### src/hdl/cce_pkg.sv
package cce_pkg;

    localparam int VW = 30;
    localparam int DEF_RADIUS = 1;
    localparam int DEF_MAX_WIDTH = 1024;

    localparam logic [1:0] MODE_COEF  = 2'd0;
    localparam logic [1:0] MODE_PIXEL = 2'd1;
    localparam logic [1:0] MODE_DRAIN = 2'd2;

    localparam logic [1:0] CFG_WIDTH   = 2'd0;
    localparam logic [1:0] CFG_HEIGHT  = 2'd1;
    localparam logic [1:0] CFG_DIVISOR = 2'd2;

    localparam logic signed [VW-1:0] VAL_MAX = {1'b0, {(VW-1){1'b1}}};
    localparam logic signed [VW-1:0] VAL_MIN = {1'b1, {(VW-1){1'b0}}};

    typedef enum logic [2:0] {
        S_IDLE,
        S_NEXT,
        S_CONV,
        S_DIV,
        S_EMIT
    } t_state;

    typedef struct packed {
        logic line_we;
        logic kern_we;
        logic start;
    } t_win_ctl;

endpackage

### src/hdl/cce_div.sv
module cce_div (
    input  logic                          i_clk,
    input  logic                          i_rst_n,
    input  logic                          i_start,
    input  logic signed [cce_pkg::VW-1:0] i_num,
    input  logic [15:0]                   i_den,
    output logic                          o_done,
    output logic signed [cce_pkg::VW-1:0] o_quot
);

    localparam int NW = cce_pkg::VW;
    localparam int NCW = $clog2(NW + 1);

    logic            r_busy;
    logic [NCW-1:0]  r_cnt;
    logic [NW-1:0]   r_q;
    logic [15:0]     r_rem;
    logic [15:0]     r_den;
    logic            r_neg;
    logic            r_done;
    logic [16:0]     trial;
    logic [NW-1:0]   mag;

    always_comb begin
        trial = {r_rem, r_q[NW-1]};
        mag = i_num[NW-1] ? NW'(-i_num) : NW'(i_num);
    end

    always_ff @(posedge i_clk) begin
        if (!i_rst_n) begin
            r_busy <= 1'b0;
            r_done <= 1'b0;
            r_cnt  <= '0;
        end else begin
            r_done <= 1'b0;
            if (i_start) begin
                r_busy <= 1'b1;
                r_cnt  <= '0;
            end else if (r_busy) begin
                r_cnt <= r_cnt + NCW'(1);
                if (r_cnt == NCW'(NW - 1)) begin
                    r_busy <= 1'b0;
                    r_done <= 1'b1;
                end
            end
        end
    end

    always_ff @(posedge i_clk) begin
        if (i_start) begin
            r_q   <= mag;
            r_rem <= '0;
            r_den <= (i_den == 16'd0) ? 16'd1 : i_den;
            r_neg <= i_num[NW-1];
        end else if (r_busy) begin
            if (trial >= {1'b0, r_den}) begin
                r_rem <= 16'(trial - {1'b0, r_den});
                r_q   <= {r_q[NW-2:0], 1'b1};
            end else begin
                r_rem <= trial[15:0];
                r_q   <= {r_q[NW-2:0], 1'b0};
            end
        end
    end

    assign o_done = r_done;
    assign o_quot = r_neg ? -$signed(r_q) : $signed(r_q);

endmodule

### config.mk
export PLATFORM = sky130hd
export DESIGN_NAME = cce_div
export DESIGN_NICKNAME = d
export VERILOG_FILES = /design/src/hdl/cce_pkg.sv /design/src/hdl/cce_div.sv
export SDC_FILE = /design/constraint.sdc
export NUM_CORES = 1
export LEC_CHECK = 0
export ABC_AREA = 1
export BUFFER_PORTS_ARGS = -buffer_cell sky130_fd_sc_hd__buf_2
export CORE_MARGIN = 2
export CORE_UTILIZATION = 48
export DETAILED_ROUTE_END_ITERATION = 8
export PLACE_DENSITY = 0.71
export SYNTH_ARGS = -nofsm -noshare
export SYNTH_HDL_FRONTEND = slang
export SYNTH_SLANG_ARGS = --single-unit
### constraint.sdc
create_clock -name i_clk -period 1.9 [get_ports i_clk]
set_input_delay 0.095 -clock i_clk [delete_from_list [all_inputs] [get_ports i_clk]]
set_output_delay 0.095 -clock i_clk [all_outputs]
set_load 0.02 [all_outputs]
==> results of run 1 <==
## metrics by stage
stage,cells,hold slack [ns],TNS [ns],worst slack (ns)
floorplan,839,0.194,0,0.0846
global placement,1051,0.289,-0.0468,-0.0248
detailed placement,1051,0.291,-0.151,-0.0614
CTS,1091,0.00361,-1.43,-0.142
global route,1107,0.0312,-7.20,-0.481
finish,1107,0.00383,-4.14,-0.353
## layer usage
metal / vias up / part of all wire [%] / global-route usage (%)
li1: 2937 / - / -
met1: 2632 / 43 / 31.2
met2: 185 / 50 / 41.7
met3: 38 / 4.4 / 3.16
met4: 0 / 2.7 / 8.21
met5: - / 0 / 0
## power by group
group	switching (mW)	internal, mW
sequential	0.101	1.77
clock	0.640	1.13
combinational	0.881	0.605
total	1.62	3.50
## synthesized netlist by cell type, types with 6 or more instances
master                       n  area [µm²]
sky130_fd_sc_hd__nand2_1   227         852
sky130_fd_sc_hd__dfxtp_1    23         460
sky130_fd_sc_hd__nand3b_1   13        97.6
sky130_fd_sc_hd__nand4_1    16         100
sky130_fd_sc_hd__o21ai_0    50         250
sky130_fd_sc_hd__nor3_1      7        35.0
sky130_fd_sc_hd__xnor2_1    13         114
sky130_fd_sc_hd__xor2_1     35         307
sky130_fd_sc_hd__ha_1       20         250
sky130_fd_sc_hd__a31oi_1     6        37.5
sky130_fd_sc_hd__edfxtp_1   47        1410
sky130_fd_sc_hd__inv_1     119         447
sky130_fd_sc_hd__a21oi_1    22         110
sky130_fd_sc_hd__nand3_1    81         405
sky130_fd_sc_hd__nor2_1     93         349
sky130_fd_sc_hd__clkbuf_1   24        90.1
## state kept, by name (all words and copies together), names as in the netlist
signal	count
r_rem	16
r_den	16
r_neg	1
r_q	30
o_done	1
r_busy	1
r_cnt	5
## placed cells by master, fill, tap and decap left out, types with 20 or more instances in the layout
cell type / count
sky130_fd_sc_hd__a21oi_1: 20
sky130_fd_sc_hd__buf_2: 59
sky130_fd_sc_hd__buf_4: 52
sky130_fd_sc_hd__dfxtp_1: 23
sky130_fd_sc_hd__edfxtp_1: 47
sky130_fd_sc_hd__inv_1: 107
sky130_fd_sc_hd__nand2_1: 211
sky130_fd_sc_hd__nand3_1: 71
sky130_fd_sc_hd__nor2_1: 77
sky130_fd_sc_hd__o21ai_0: 44
sky130_fd_sc_hd__xor2_1: 29
## worst reg2reg max path, delay by kind of cell (launching register included)
kind	cells	cell delay [ns]
simple gates	9	0.69
fa+ha+maj	2	0.56
flops	1	0.36
buf+inv	2	0.13
## cell type report
class | instances | area, µm² | area share, %
multi-input combinational | 614 | 3630 | 48.5
sequential | 70 | 1870 | 25.0
timing repair buffer | 143 | 1040 | 13.8
inverter | 121 | 467 | 6.23
clock buffer | 10 | 229 | 3.06
tap | 143 | 179 | 2.39
clock inverter | 6 | 76.3 | 1.02
## kinds of logic (layout without fill, tap and decap cells)
family | count (synthesis) | count (layout)
AO/OA/AOI/OAI | 87 | 87
XOR/XNOR | 48 | 48
adder cells (fa/ha/maj) | 21 | 21
buffers and inverters | 156 | 280
flip-flops | 70 | 70
AND/OR/NAND/NOR | 457 | 458
## worst paths after layout
check / from / end / cells after the start
hold reg to reg: r_rem[15]$_SDFFE_PP0P_ / r_rem[15]$_SDFFE_PP0P_ / 2
setup reg to reg: r_q[29]$_DFFE_PP_ / r_rem[14]$_SDFFE_PP0P_ / 13
setup / recovery: r_q[3]$_DFFE_PP_ / o_quot[11] / 7
hold / removal: i_rst_n / r_busy$_SDFF_PN0_ / 3
## repair_timing
| action | 4_1_cts | 5_1_grt |
|---|---|---|
| hold buffers | 15 | 0 |
| endpoints found under the setup margin | 27 | 41 |
| gates cloned | 0 | 2 |
| pin swaps | 8 | 26 |
| resized for setup | 55 | 92 |
| setup buffers | 9 | 16 |
| hold endpoints to repair | 15 | 0 |
==> run_summary.xml, run 1 <==
<?xml version="1.0" encoding="UTF-8"?>
<metrics>
  <group name="grt">
    <metric name="grt_use_total" unit="%">24.1</metric>
    <metric name="grt_first_pass_wirelength" unit="mm">24.5</metric>
    <metric name="first_global_vias" unit="">5170</metric>
    <metric name="antenna_found_initial" unit="">0</metric>
    <metric name="grt_max_degree" unit="">43</metric>
    <metric name="overflow" unit="">0</metric>
  </group>
  <group name="setup_path">
    <metric name="timing.reg2reg.setup_slack" unit="ns">0.06</metric>
    <metric name="timing.critical_path.slowest_stage_cell" unit="">sky130_fd_sc_hd__edfxtp_1</metric>
    <metric name="startpoint_type" unit="">register</metric>
    <metric name="arrival" unit="ns">2.16</metric>
    <metric name="cp_slowest_stage_delay" unit="ns">0.39</metric>
    <metric name="cp_num_buf_inv" unit="">2</metric>
    <metric name="timing.critical_path.max_delay_family" unit="">simple AND/OR/NAND/NOR gates</metric>
    <metric name="path_cells" unit="">nor2_2, nand4_1, nor3_4, buf_4, a31oi_1, xor2_1, buf_4</metric>
    <metric name="crit_path_end_kind" unit="">output port</metric>
    <metric name="criticalPathCategory" unit="">register to output port</metric>
    <metric name="cp_data_required_time" unit="ns">1.80</metric>
    <metric name="critPathMaxFanout" unit="">4</metric>
    <metric name="cpMostUsedCell" unit="">sky130_fd_sc_hd__buf_4</metric>
  </group>
  <group name="floorplan">
    <metric name="fp-row-count" unit="">39</metric>
    <metric name="dieArea" unit="µm²">12700</metric>
    <metric name="vertical_extent_of_the_die" unit="µm">113</metric>
    <metric name="core_area" unit="µm²">11500</metric>
    <metric name="die_x" unit="µm">113</metric>
    <metric name="floorplan.io_pins" unit="">80</metric>
    <metric name="floorplan.initialDensity" unit="%">49.5</metric>
  </group>
  <group name="logic_synthesis">
    <metric name="synth_top_flop_cell" unit="">sky130_fd_sc_hd__edfxtp_1</metric>
    <metric name="synth-async-reset-ratio" unit="%">0</metric>
    <metric name="synthesis.nets" unit="">909</metric>
    <metric name="simple_gate_area_share_of_the_yosys_netlist" unit="%">35.5</metric>
    <metric name="synth_adder_area_share" unit="%">4.76</metric>
    <metric name="compound_gate_portion_of_the_synthesized_area" unit="%">8.24</metric>
    <metric name="synth-seq-cells" unit="">70</metric>
    <metric name="synth_edf_count" unit="">47</metric>
    <metric name="xor_and_xnor_area_share_after_synthesis" unit="%">7.40</metric>
    <metric name="muxShareOfSynthArea" unit="%">0</metric>
    <metric name="number_of_instances_in_the_synthesized_netlist" unit="">839</metric>
    <metric name="yosys.cell_types.count" unit="">43</metric>
    <metric name="yosys_warnings" unit="">0</metric>
    <metric name="dominant_combinational_cell_family_by_area_after_synthesis" unit="">simple AND/OR/NAND/NOR gates</metric>
    <metric name="post_synth_instance_area" unit="µm²">5680</metric>
    <metric name="synth_area_per_cell" unit="µm²">6.77</metric>
    <metric name="yosysSeqAreaShare" unit="%">33.0</metric>
  </group>
  <group name="route">
    <metric name="ant_nets" unit="">0</metric>
    <metric name="drc" unit="">0</metric>
    <metric name="drt_pass1_iterations" unit="">5</metric>
    <metric name="num_vias" unit="">5792</metric>
    <metric name="route.detailed.wl_per_inst" unit="µm">14.8</metric>
    <metric name="postRouteWirelength" unit="mm">16.4</metric>
    <metric name="drtIter0Drc" unit="">408</metric>
    <metric name="detail_route.vias_per_cell" unit="">5.23</metric>
  </group>
  <group name="layout">
    <metric name="fillerInstances" unit="">947</metric>
    <metric name="fin_area" unit="µm²">7490</metric>
    <metric name="post_layout_util" unit="%">65.3</metric>
    <metric name="post_route_cells_drive_above_1_share" unit="%">24.8</metric>
    <metric name="nets" unit="">1029</metric>
    <metric name="diodes" unit="">0</metric>
    <metric name="area_delta_synth_final" unit="%">31.9</metric>
  </group>
  <group name="run">
    <metric name="cap_violations" unit="">0</metric>
  </group>
  <group name="timing">
    <metric name="grt_setup_unrepaired" unit="">true</metric>
    <metric name="post-route-worst-setup-slack" unit="ns">-0.353</metric>
    <metric name="final-hold-violation-count" unit="">0</metric>
    <metric name="worst_slew_pin_slew" unit="ns">0.623</metric>
    <metric name="layout_worst_path_cycle_share" unit="%">119</metric>
    <metric name="layout_skew" unit="ns">0.00798</metric>
    <metric name="period_minus_slack" unit="ns">2.25</metric>
    <metric name="final_count_of_pins_violating_max_slew" unit="">0</metric>
    <metric name="setup-violations-final" unit="">21</metric>
    <metric name="timing.fmax" unit="GHz">0.444</metric>
    <metric name="max_slew_margin" unit="%">58.1</metric>
  </group>
  <group name="clocking">
    <metric name="ctsRootBufferMaster" unit="">sky130_fd_sc_hd__clkbuf_16</metric>
    <metric name="max-clock-path-buffers" unit="">2</metric>
    <metric name="cts.sink_count" unit="">70</metric>
    <metric name="cts-buffers-inserted" unit="">9</metric>
    <metric name="clock_latency" unit="ns">0.35</metric>
    <metric name="htree_levels" unit="">3</metric>
    <metric name="clkTransAtPathRegs" unit="ns">0.06</metric>
    <metric name="tritoncts_clock_tree" unit="">done</metric>
  </group>
  <group name="placed_design">
    <metric name="buffer_ports.inserted" unit="">79</metric>
    <metric name="placed_cell_area" unit="µm²">6280</metric>
    <metric name="place_congestion" unit="">0.924</metric>
    <metric name="hpwlAfterDp" unit="mm">11.6</metric>
  </group>
  <group name="outcome">
    <metric name="result_of_the_run" unit="">finished with violations</metric>
    <metric name="failed_checks" unit="">negative setup slack</metric>
  </group>
  <group name="worst_hold_path">
    <metric name="hp-class" unit="">primary input to register</metric>
  </group>
  <group name="pwr">
    <metric name="power_leakage" unit="nW">3.52</metric>
    <metric name="irDropWorstVdd" unit="mV">0.453</metric>
    <metric name="total_design_power" unit="mW">5.13</metric>
    <metric name="cellPowerDensity" unit="nW/µm²">684</metric>
  </group>
</metrics>
(Power assumes the default switching activity.)
==> inputs of run 2 (changes only) <==
MAX_ROUTING_LAYER = met4   (was not set)
==> run 2 against run 1 <==
  * Sequential power barely moved
  * Clock power decreased by 12%
  * Clock skew about the same
  * Critical path depth rose by 4
  * Clock-buffer cell count up 4
  * Non-clock buffer count increased by 7
  * Global-route usage is 2.1 points higher
  * Highest routed layer unchanged
  * Critical endpoint is now o_quot[20]
  * Final cell count is 0.63% higher
  * Flip-flop and latch count stayed put
  * The flow still finishes with violations (negative setup slack)
  * Register-to-register slack barely moved
  * Cell area up 2.5%
==> run_summary.xml, run 2 (synthesized netlist as in run 1, its figures left out) <==
<?xml version="1.0" encoding="UTF-8"?>
<metrics>
  <group name="setup_path">
    <metric name="cp_data_required_time" unit="ns">1.80</metric>
    <metric name="critPathMaxFanout" unit="">4</metric>
    <metric name="crit_path_end_kind" unit="">output port</metric>
    <metric name="startpoint_type" unit="">register</metric>
    <metric name="arrival" unit="ns">2.07</metric>
    <metric name="criticalPathCategory" unit="">register to output port</metric>
  </group>
  <group name="floorplan">
    <metric name="floorplan.io_pins" unit="">80</metric>
    <metric name="die_x" unit="µm">113</metric>
    <metric name="core_area" unit="µm²">11500</metric>
    <metric name="vertical_extent_of_the_die" unit="µm">113</metric>
    <metric name="fp-row-count" unit="">39</metric>
    <metric name="floorplan.initialDensity" unit="%">49.5</metric>
    <metric name="dieArea" unit="µm²">12700</metric>
  </group>
  <group name="clocking">
    <metric name="cts-buffers-inserted" unit="">9</metric>
    <metric name="htree_levels" unit="">3</metric>
    <metric name="clock_latency" unit="ns">0.34</metric>
    <metric name="clkTransAtPathRegs" unit="ns">0.06</metric>
    <metric name="tritoncts_clock_tree" unit="">done</metric>
    <metric name="max-clock-path-buffers" unit="">2</metric>
    <metric name="cts.sink_count" unit="">70</metric>
    <metric name="ctsRootBufferMaster" unit="">sky130_fd_sc_hd__clkbuf_16</metric>
  </group>
  <group name="pwr">
    <metric name="irDropWorstVdd" unit="mV">0.423</metric>
    <metric name="cellPowerDensity" unit="nW/µm²">654</metric>
    <metric name="power_leakage" unit="nW">3.52</metric>
  </group>
  <group name="route">
    <metric name="ant_nets" unit="">0</metric>
    <metric name="drc" unit="">0</metric>
    <metric name="drtIter0Drc" unit="">523</metric>
    <metric name="num_vias" unit="">5915</metric>
    <metric name="detail_route.vias_per_cell" unit="">5.31</metric>
    <metric name="drt_pass1_iterations" unit="">7</metric>
    <metric name="route.detailed.wl_per_inst" unit="µm">15.3</metric>
    <metric name="postRouteWirelength" unit="mm">17.0</metric>
  </group>
  <group name="outcome">
    <metric name="result_of_the_run" unit="">finished with violations</metric>
    <metric name="failed_checks" unit="">negative setup slack</metric>
  </group>
  <group name="layout">
    <metric name="reg.largest.list" unit="">r_q x30, r_den x16, r_rem x16</metric>
    <metric name="most-common-layout-cells" unit="">sky130_fd_sc_hd__nand2_1, sky130_fd_sc_hd__inv_1, sky130_fd_sc_hd__nor2_1, sky130_fd_sc_hd__nand3_1, sky130_fd_sc_hd__buf_4</metric>
    <metric name="layout_commonest_cell" unit="">sky130_fd_sc_hd__nand2_1</metric>
    <metric name="post_layout_util" unit="%">67.0</metric>
    <metric name="registers.top_by_ff_count" unit="">r_q</metric>
    <metric name="diodes" unit="">0</metric>
    <metric name="finalNonFillerCells" unit="">1114</metric>
    <metric name="nets" unit="">1036</metric>
    <metric name="area_delta_synth_final" unit="%">35.3</metric>
    <metric name="fillerInstances" unit="">913</metric>
    <metric name="post_route_cells_drive_above_1_share" unit="%">28.3</metric>
    <metric name="number_of_flip_flops_under_the_largest_register_name" unit="">30</metric>
  </group>
  <group name="timing">
    <metric name="finalHoldWorstSlack" unit="ns">0.0134</metric>
    <metric name="period_minus_slack" unit="ns">2.17</metric>
    <metric name="layout_worst_path_cycle_share" unit="%">114</metric>
    <metric name="grt_setup_unrepaired" unit="">true</metric>
    <metric name="final-hold-violation-count" unit="">0</metric>
    <metric name="timing.fmax" unit="GHz">0.462</metric>
    <metric name="max_slew_margin" unit="%">56.9</metric>
    <metric name="final_count_of_pins_violating_max_slew" unit="">0</metric>
    <metric name="layout_skew" unit="ns">0.00801</metric>
    <metric name="post-route-worst-setup-slack" unit="ns">-0.266</metric>
    <metric name="setup-violations-final" unit="">25</metric>
    <metric name="fin_tns_setup" unit="ns">-4.25</metric>
    <metric name="worst_slew_pin_slew" unit="ns">0.640</metric>
  </group>
  <group name="grt">
    <metric name="grt_first_pass_wirelength" unit="mm">25.8</metric>
    <metric name="overflow" unit="">0</metric>
    <metric name="first_global_vias" unit="">5398</metric>
    <metric name="grt_max_degree" unit="">31</metric>
    <metric name="grt_use_total" unit="%">26.2</metric>
    <metric name="antenna_found_initial" unit="">0</metric>
  </group>
  <group name="run">
    <metric name="cap_violations" unit="">0</metric>
  </group>
  <group name="placed_design">
    <metric name="hpwlAfterDp" unit="mm">11.9</metric>
    <metric name="place_congestion" unit="">0.960</metric>
    <metric name="pre_cts_slack" unit="ns">-0.0705</metric>
    <metric name="buffer_ports.inserted" unit="">79</metric>
    <metric name="numPlacedInstances" unit="">1057</metric>
  </group>
  <group name="worst_hold_path">
    <metric name="hp-class" unit="">primary input to register</metric>
  </group>
</metrics>
[run 2: per-layer routing]
| metal | up-vias | part of all wire (%) | track usage, % | wire (µm) |
|---|---|---|---|---|
| met1 | 2698 | 42 | 32.6 | 7210 |
| met4 | 0 | 4.1 | 10.8 | 696 |
| met3 | 49 | 4.6 | 3.64 | 789 |
| met2 | 209 | 49 | 42.9 | 8330 |
| met5 | - | 0 | - | 0 |
| li1 | 2959 | - | - | - |
[run 2: what timing repair did]
item | 4_1_cts | 5_1_grt
hold buffers | 15 | 0
cloned | 0 | 2
pin swaps | 17 | 31
resized for setup | 78 | 111
setup endpoints to repair | 37 | 42
endpoints found under the hold margin | 15 | 0
buffers inserted | 19 | 7
[run 2: path summary, 6_finish.rpt]
kind	endpoint	slack [ns]	start	cells after the start
setup / recovery	o_quot[20]	-0.27	r_q[0]$_DFFE_PP_	11
hold / removal	r_busy$_SDFF_PN0_	0.01	i_rst_n	3
setup reg to reg	r_rem[11]$_SDFFE_PP0P_	0.06	r_rem[10]$_SDFFE_PP0P_	12
hold reg to reg	r_rem[15]$_SDFFE_PP0P_	0.48	r_rem[15]$_SDFFE_PP0P_	2
[run 2: metrics by stage]
step / total power, mW / cell area (µm²)
6_report: 5.02 / 7680
2_1_floorplan: 2.62 / 5680
3_3_place_gp: 3.05 / 6320
4_1_cts: 4.82 / 7140
5_1_grt: 5.25 / 7680
3_5_place_dp: 3.05 / 6320
[run 2: worst max-delay path: stages (launching register included)]
cell	delay, ns
sky130_fd_sc_hd__edfxtp_1	0.43
sky130_fd_sc_hd__inv_2	0.11
sky130_fd_sc_hd__buf_6	0.10
sky130_fd_sc_hd__ha_4	0.12
sky130_fd_sc_hd__nand4_1	0.16
sky130_fd_sc_hd__nand2_2	0.17
sky130_fd_sc_hd__nand2_4	0.08
sky130_fd_sc_hd__inv_6	0.08
sky130_fd_sc_hd__nand3_4	0.09
sky130_fd_sc_hd__nor2_4	0.10
sky130_fd_sc_hd__xnor2_1	0.12
sky130_fd_sc_hd__buf_4	0.17
[run 2: cell type report]
cell class / instances / area, µm² / area share (%)
Inverter: 121 / 468 / 6.09
Multi-Input combinational cell: 614 / 3760 / 48.9
Sequential cell: 70 / 1870 / 24.4
Tap cell: 143 / 179 / 2.33
Timing Repair Buffer: 150 / 1130 / 14.7
Clock inverter: 2 / 8.76 / 0.114
Clock buffer: 14 / 264 / 3.44
[run 2: where the power goes]
part	switching, mW	leakage, nW	internal, mW
Sequential	0.111	0.661	1.77
Combinational	0.925	2.73	0.663
Clock	0.608	0.134	0.949
==> inputs of run 3 (changes only) <==
CELL_PAD_IN_SITES_DETAIL_PLACEMENT = 1   (was not set)
CELL_PAD_IN_SITES_GLOBAL_PLACEMENT = 2   (was not set)
CORE_UTILIZATION = 29   (was 48)
GPL_TIMING_DRIVEN = 0   (was not set)
PLACE_DENSITY = 0.77   (was 0.71)
SKIP_LAST_GASP = 1   (was not set)
==> run 3 against run 2 <==
  * The run ends with negative hold slack, negative setup slack left
  * First-iteration DRC count shrank 42%
  * Final cell count grew 14%
  * Sequential power is essentially flat
  * Sequential share of layout area shrank 1.9 points
  * Fmax shrank 0.11%
  * Cell area grew 8.3%
  * Hold slack lost 0.015 ns
  * Highest routed layer unchanged
==> run_summary.xml, run 3 (synthesized netlist as in run 1, its figures left out) <==
<?xml version="1.0" encoding="UTF-8"?>
<metrics>
  <group name="route">
    <metric name="drt_pass1_iterations" unit="">4</metric>
    <metric name="drtIter0Drc" unit="">301</metric>
    <metric name="num_vias" unit="">5972</metric>
    <metric name="route.detailed.wl_per_inst" unit="µm">16.9</metric>
    <metric name="detail_route.vias_per_cell" unit="">4.71</metric>
    <metric name="postRouteWirelength" unit="mm">21.5</metric>
    <metric name="drc" unit="">0</metric>
    <metric name="ant_nets" unit="">0</metric>
  </group>
  <group name="setup_path">
    <metric name="critPathCapture" unit="">o_quot[7]</metric>
    <metric name="critPathMaxFanout" unit="">3</metric>
    <metric name="arrival" unit="ns">2.07</metric>
    <metric name="cp_data_required_time" unit="ns">1.80</metric>
    <metric name="timing.rr.start" unit="">r_den[14]$_SDFFCE_PN0P_</metric>
    <metric name="worst_reg2reg_path_length_in_cells" unit="">11</metric>
    <metric name="timing.reg2reg.setup_slack" unit="ns">-0.13</metric>
    <metric name="crit_path_end_kind" unit="">output port</metric>
    <metric name="crit_path_start" unit="">r_q[3]$_DFFE_PP_</metric>
    <metric name="startpoint_type" unit="">register</metric>
    <metric name="criticalPathCategory" unit="">register to output port</metric>
    <metric name="timing.rr.end" unit="">r_q[0]$_DFFE_PP_</metric>
  </group>
  <group name="pwr">
    <metric name="power_leakage" unit="nW">3.83</metric>
    <metric name="cellPowerDensity" unit="nW/µm²">652</metric>
    <metric name="total_design_power" unit="mW">5.43</metric>
    <metric name="irDropWorstVdd" unit="mV">0.385</metric>
  </group>
  <group name="clocking">
    <metric name="cts.sink_count" unit="">70</metric>
    <metric name="ctsRootBufferMaster" unit="">sky130_fd_sc_hd__clkbuf_16</metric>
    <metric name="tritoncts_clock_tree" unit="">done</metric>
    <metric name="max-clock-path-buffers" unit="">2</metric>
    <metric name="cts-buffers-inserted" unit="">9</metric>
    <metric name="clkTransAtPathRegs" unit="ns">0.06</metric>
    <metric name="clock_latency" unit="ns">0.36</metric>
    <metric name="htree_levels" unit="">3</metric>
  </group>
  <group name="layout">
    <metric name="number_of_flip_flops_under_the_largest_register_name" unit="">30</metric>
    <metric name="registers.top_by_ff_count" unit="">r_q</metric>
    <metric name="fin_area" unit="µm²">8320</metric>
    <metric name="reg.largest.list" unit="">r_q x30, r_den x16, r_rem x16</metric>
    <metric name="post_route_cells_drive_above_1_share" unit="%">34.8</metric>
    <metric name="layout_commonest_cell" unit="">sky130_fd_sc_hd__nand2_1</metric>
    <metric name="area_delta_synth_final" unit="%">46.5</metric>
    <metric name="finalNonFillerCells" unit="">1267</metric>
    <metric name="most-common-layout-cells" unit="">sky130_fd_sc_hd__nand2_1, sky130_fd_sc_hd__inv_1, sky130_fd_sc_hd__buf_4, sky130_fd_sc_hd__nor2_1, sky130_fd_sc_hd__buf_2</metric>
    <metric name="diodes" unit="">0</metric>
    <metric name="nets" unit="">1067</metric>
    <metric name="post_layout_util" unit="%">43.0</metric>
  </group>
  <group name="grt">
    <metric name="first_global_vias" unit="">6013</metric>
    <metric name="overflow" unit="">0</metric>
    <metric name="antenna_found_initial" unit="">0</metric>
    <metric name="grt_first_pass_wirelength" unit="mm">32.2</metric>
    <metric name="grt_use_total" unit="%">21.2</metric>
    <metric name="grt_max_degree" unit="">39</metric>
  </group>
  <group name="placed_design">
    <metric name="placed_cell_area" unit="µm²">6410</metric>
    <metric name="numPlacedInstances" unit="">1183</metric>
    <metric name="place_congestion" unit="">0.846</metric>
    <metric name="hpwlAfterDp" unit="mm">15.6</metric>
    <metric name="buffer_ports.inserted" unit="">79</metric>
  </group>
  <group name="floorplan">
    <metric name="fp-row-count" unit="">51</metric>
    <metric name="core_area" unit="µm²">19300</metric>
    <metric name="floorplan.initialDensity" unit="%">29.4</metric>
    <metric name="floorplan.io_pins" unit="">80</metric>
    <metric name="dieArea" unit="µm²">20700</metric>
    <metric name="die_x" unit="µm">144</metric>
    <metric name="vertical_extent_of_the_die" unit="µm">144</metric>
  </group>
  <group name="timing">
    <metric name="layout_skew" unit="ns">0.0103</metric>
    <metric name="fin_tns_setup" unit="ns">-4.57</metric>
    <metric name="finalHoldWorstSlack" unit="ns">-0.00191</metric>
    <metric name="timing.fmax" unit="GHz">0.461</metric>
    <metric name="grt_setup_unrepaired" unit="">true</metric>
    <metric name="final_count_of_pins_violating_max_slew" unit="">0</metric>
    <metric name="period_minus_slack" unit="ns">2.17</metric>
    <metric name="worst_slew_pin_slew" unit="ns">1.15</metric>
    <metric name="layout_worst_path_cycle_share" unit="%">114</metric>
    <metric name="final-hold-violation-count" unit="">1</metric>
    <metric name="max_slew_margin" unit="%">22.8</metric>
    <metric name="post-route-worst-setup-slack" unit="ns">-0.268</metric>
    <metric name="setup-violations-final" unit="">32</metric>
  </group>
  <group name="run">
    <metric name="cap_violations" unit="">0</metric>
  </group>
  <group name="outcome">
    <metric name="result_of_the_run" unit="">finished with violations</metric>
    <metric name="failed_checks" unit="">negative hold slack, negative setup slack</metric>
  </group>
  <group name="worst_hold_path">
    <metric name="hp-class" unit="">primary input to register</metric>
  </group>
</metrics>
## run 3: cell types whose count changed in the layout (fill, tap and decap cells not counted), moves of 13 or more
cell	previous run	this run
sky130_fd_sc_hd__nand3_2	14	27
sky130_fd_sc_hd__nand2_1	205	182
sky130_fd_sc_hd__nand2_4	5	19
sky130_fd_sc_hd__dlygate4sd3_1	15	1
sky130_fd_sc_hd__clkbuf_1	3	21
sky130_fd_sc_hd__nand3_1	67	52
sky130_fd_sc_hd__buf_4	59	74
## run 3: per-stage QoR
stage,setup slack [ns],hold WS (ns)
after global routing,-0.383,0.0198
after global placement,-0.971,0.359
final,-0.268,-0.00191
after detailed placement,-0.560,0.362
after floorplan,0.0846,0.194
after CTS,-0.289,0.00236
## run 3: worst min-delay path by stage
stage / from / endpoint / slack (ns) / cells after the start
4_1_cts: i_rst_n / r_busy$_SDFF_PN0_ / 0.002 / 3
5_1_grt: i_den[4] / r_den[4]$_SDFFCE_PN0P_ / 0.02 / 2
3_3_place_gp: i_num[29] / r_neg$_DFFE_PP_ / 0.36 / 1
2_1_floorplan: i_num[29] / r_neg$_DFFE_PP_ / 0.19 / 0
3_5_place_dp: i_num[29] / r_neg$_DFFE_PP_ / 0.36 / 1
6_report: i_rst_n / r_busy$_SDFF_PN0_ / -0.002 / 3
## run 3: timing repair
action,in CTS,in global routing
resized for setup,143,132
endpoints found under the setup margin,76,75
endpoints found under the hold margin,1,0
hold buffers,1,0
setup buffers,41,25
pin swaps,43,64
cloned,2,1
## run 3: area by class of cell
class / instances / area, µm²
Timing Repair Buffer: 147 / 1100
Clock buffer: 11 / 275
Tap cell: 265 / 332
Sequential cell: 70 / 1880
Multi-Input combinational cell: 613 / 4030
Inverter: 121 / 467
Buffer: 35 / 199
Fill cell: 2384 / 11000
Clock inverter: 5 / 43.8
## run 3: critical path: stages, from the launching register on
cell,delay [ns]
sky130_fd_sc_hd__edfxtp_1,0.46
sky130_fd_sc_hd__nor2_2,0.14
sky130_fd_sc_hd__nand4_1,0.17
sky130_fd_sc_hd__nor3_4,0.23
sky130_fd_sc_hd__buf_4,0.17
sky130_fd_sc_hd__nor2_1,0.05
sky130_fd_sc_hd__xor2_1,0.29
sky130_fd_sc_hd__buf_4,0.21
## run 3: where the power goes
part / internal (mW) / leakage [nW] / total (mW) / switching (mW)
clock network: 1.07 / 0.159 / 1.84 / 0.774
logic: 0.691 / 3.01 / 1.71 / 1.02
registers: 1.77 / 0.662 / 1.88 / 0.113
total: 3.52 / 3.83 / 5.43 / 1.91
## run 3: metal layers
layer / vias up / track usage [%] / routed length [µm]
met5: - / - / 0
met4: 0 / 5.57 / 378
met3: 24 / 2.97 / 579
met2: 81 / 34.9 / 10500
met1: 2851 / 27.3 / 9990
li1: 3016 / - / -
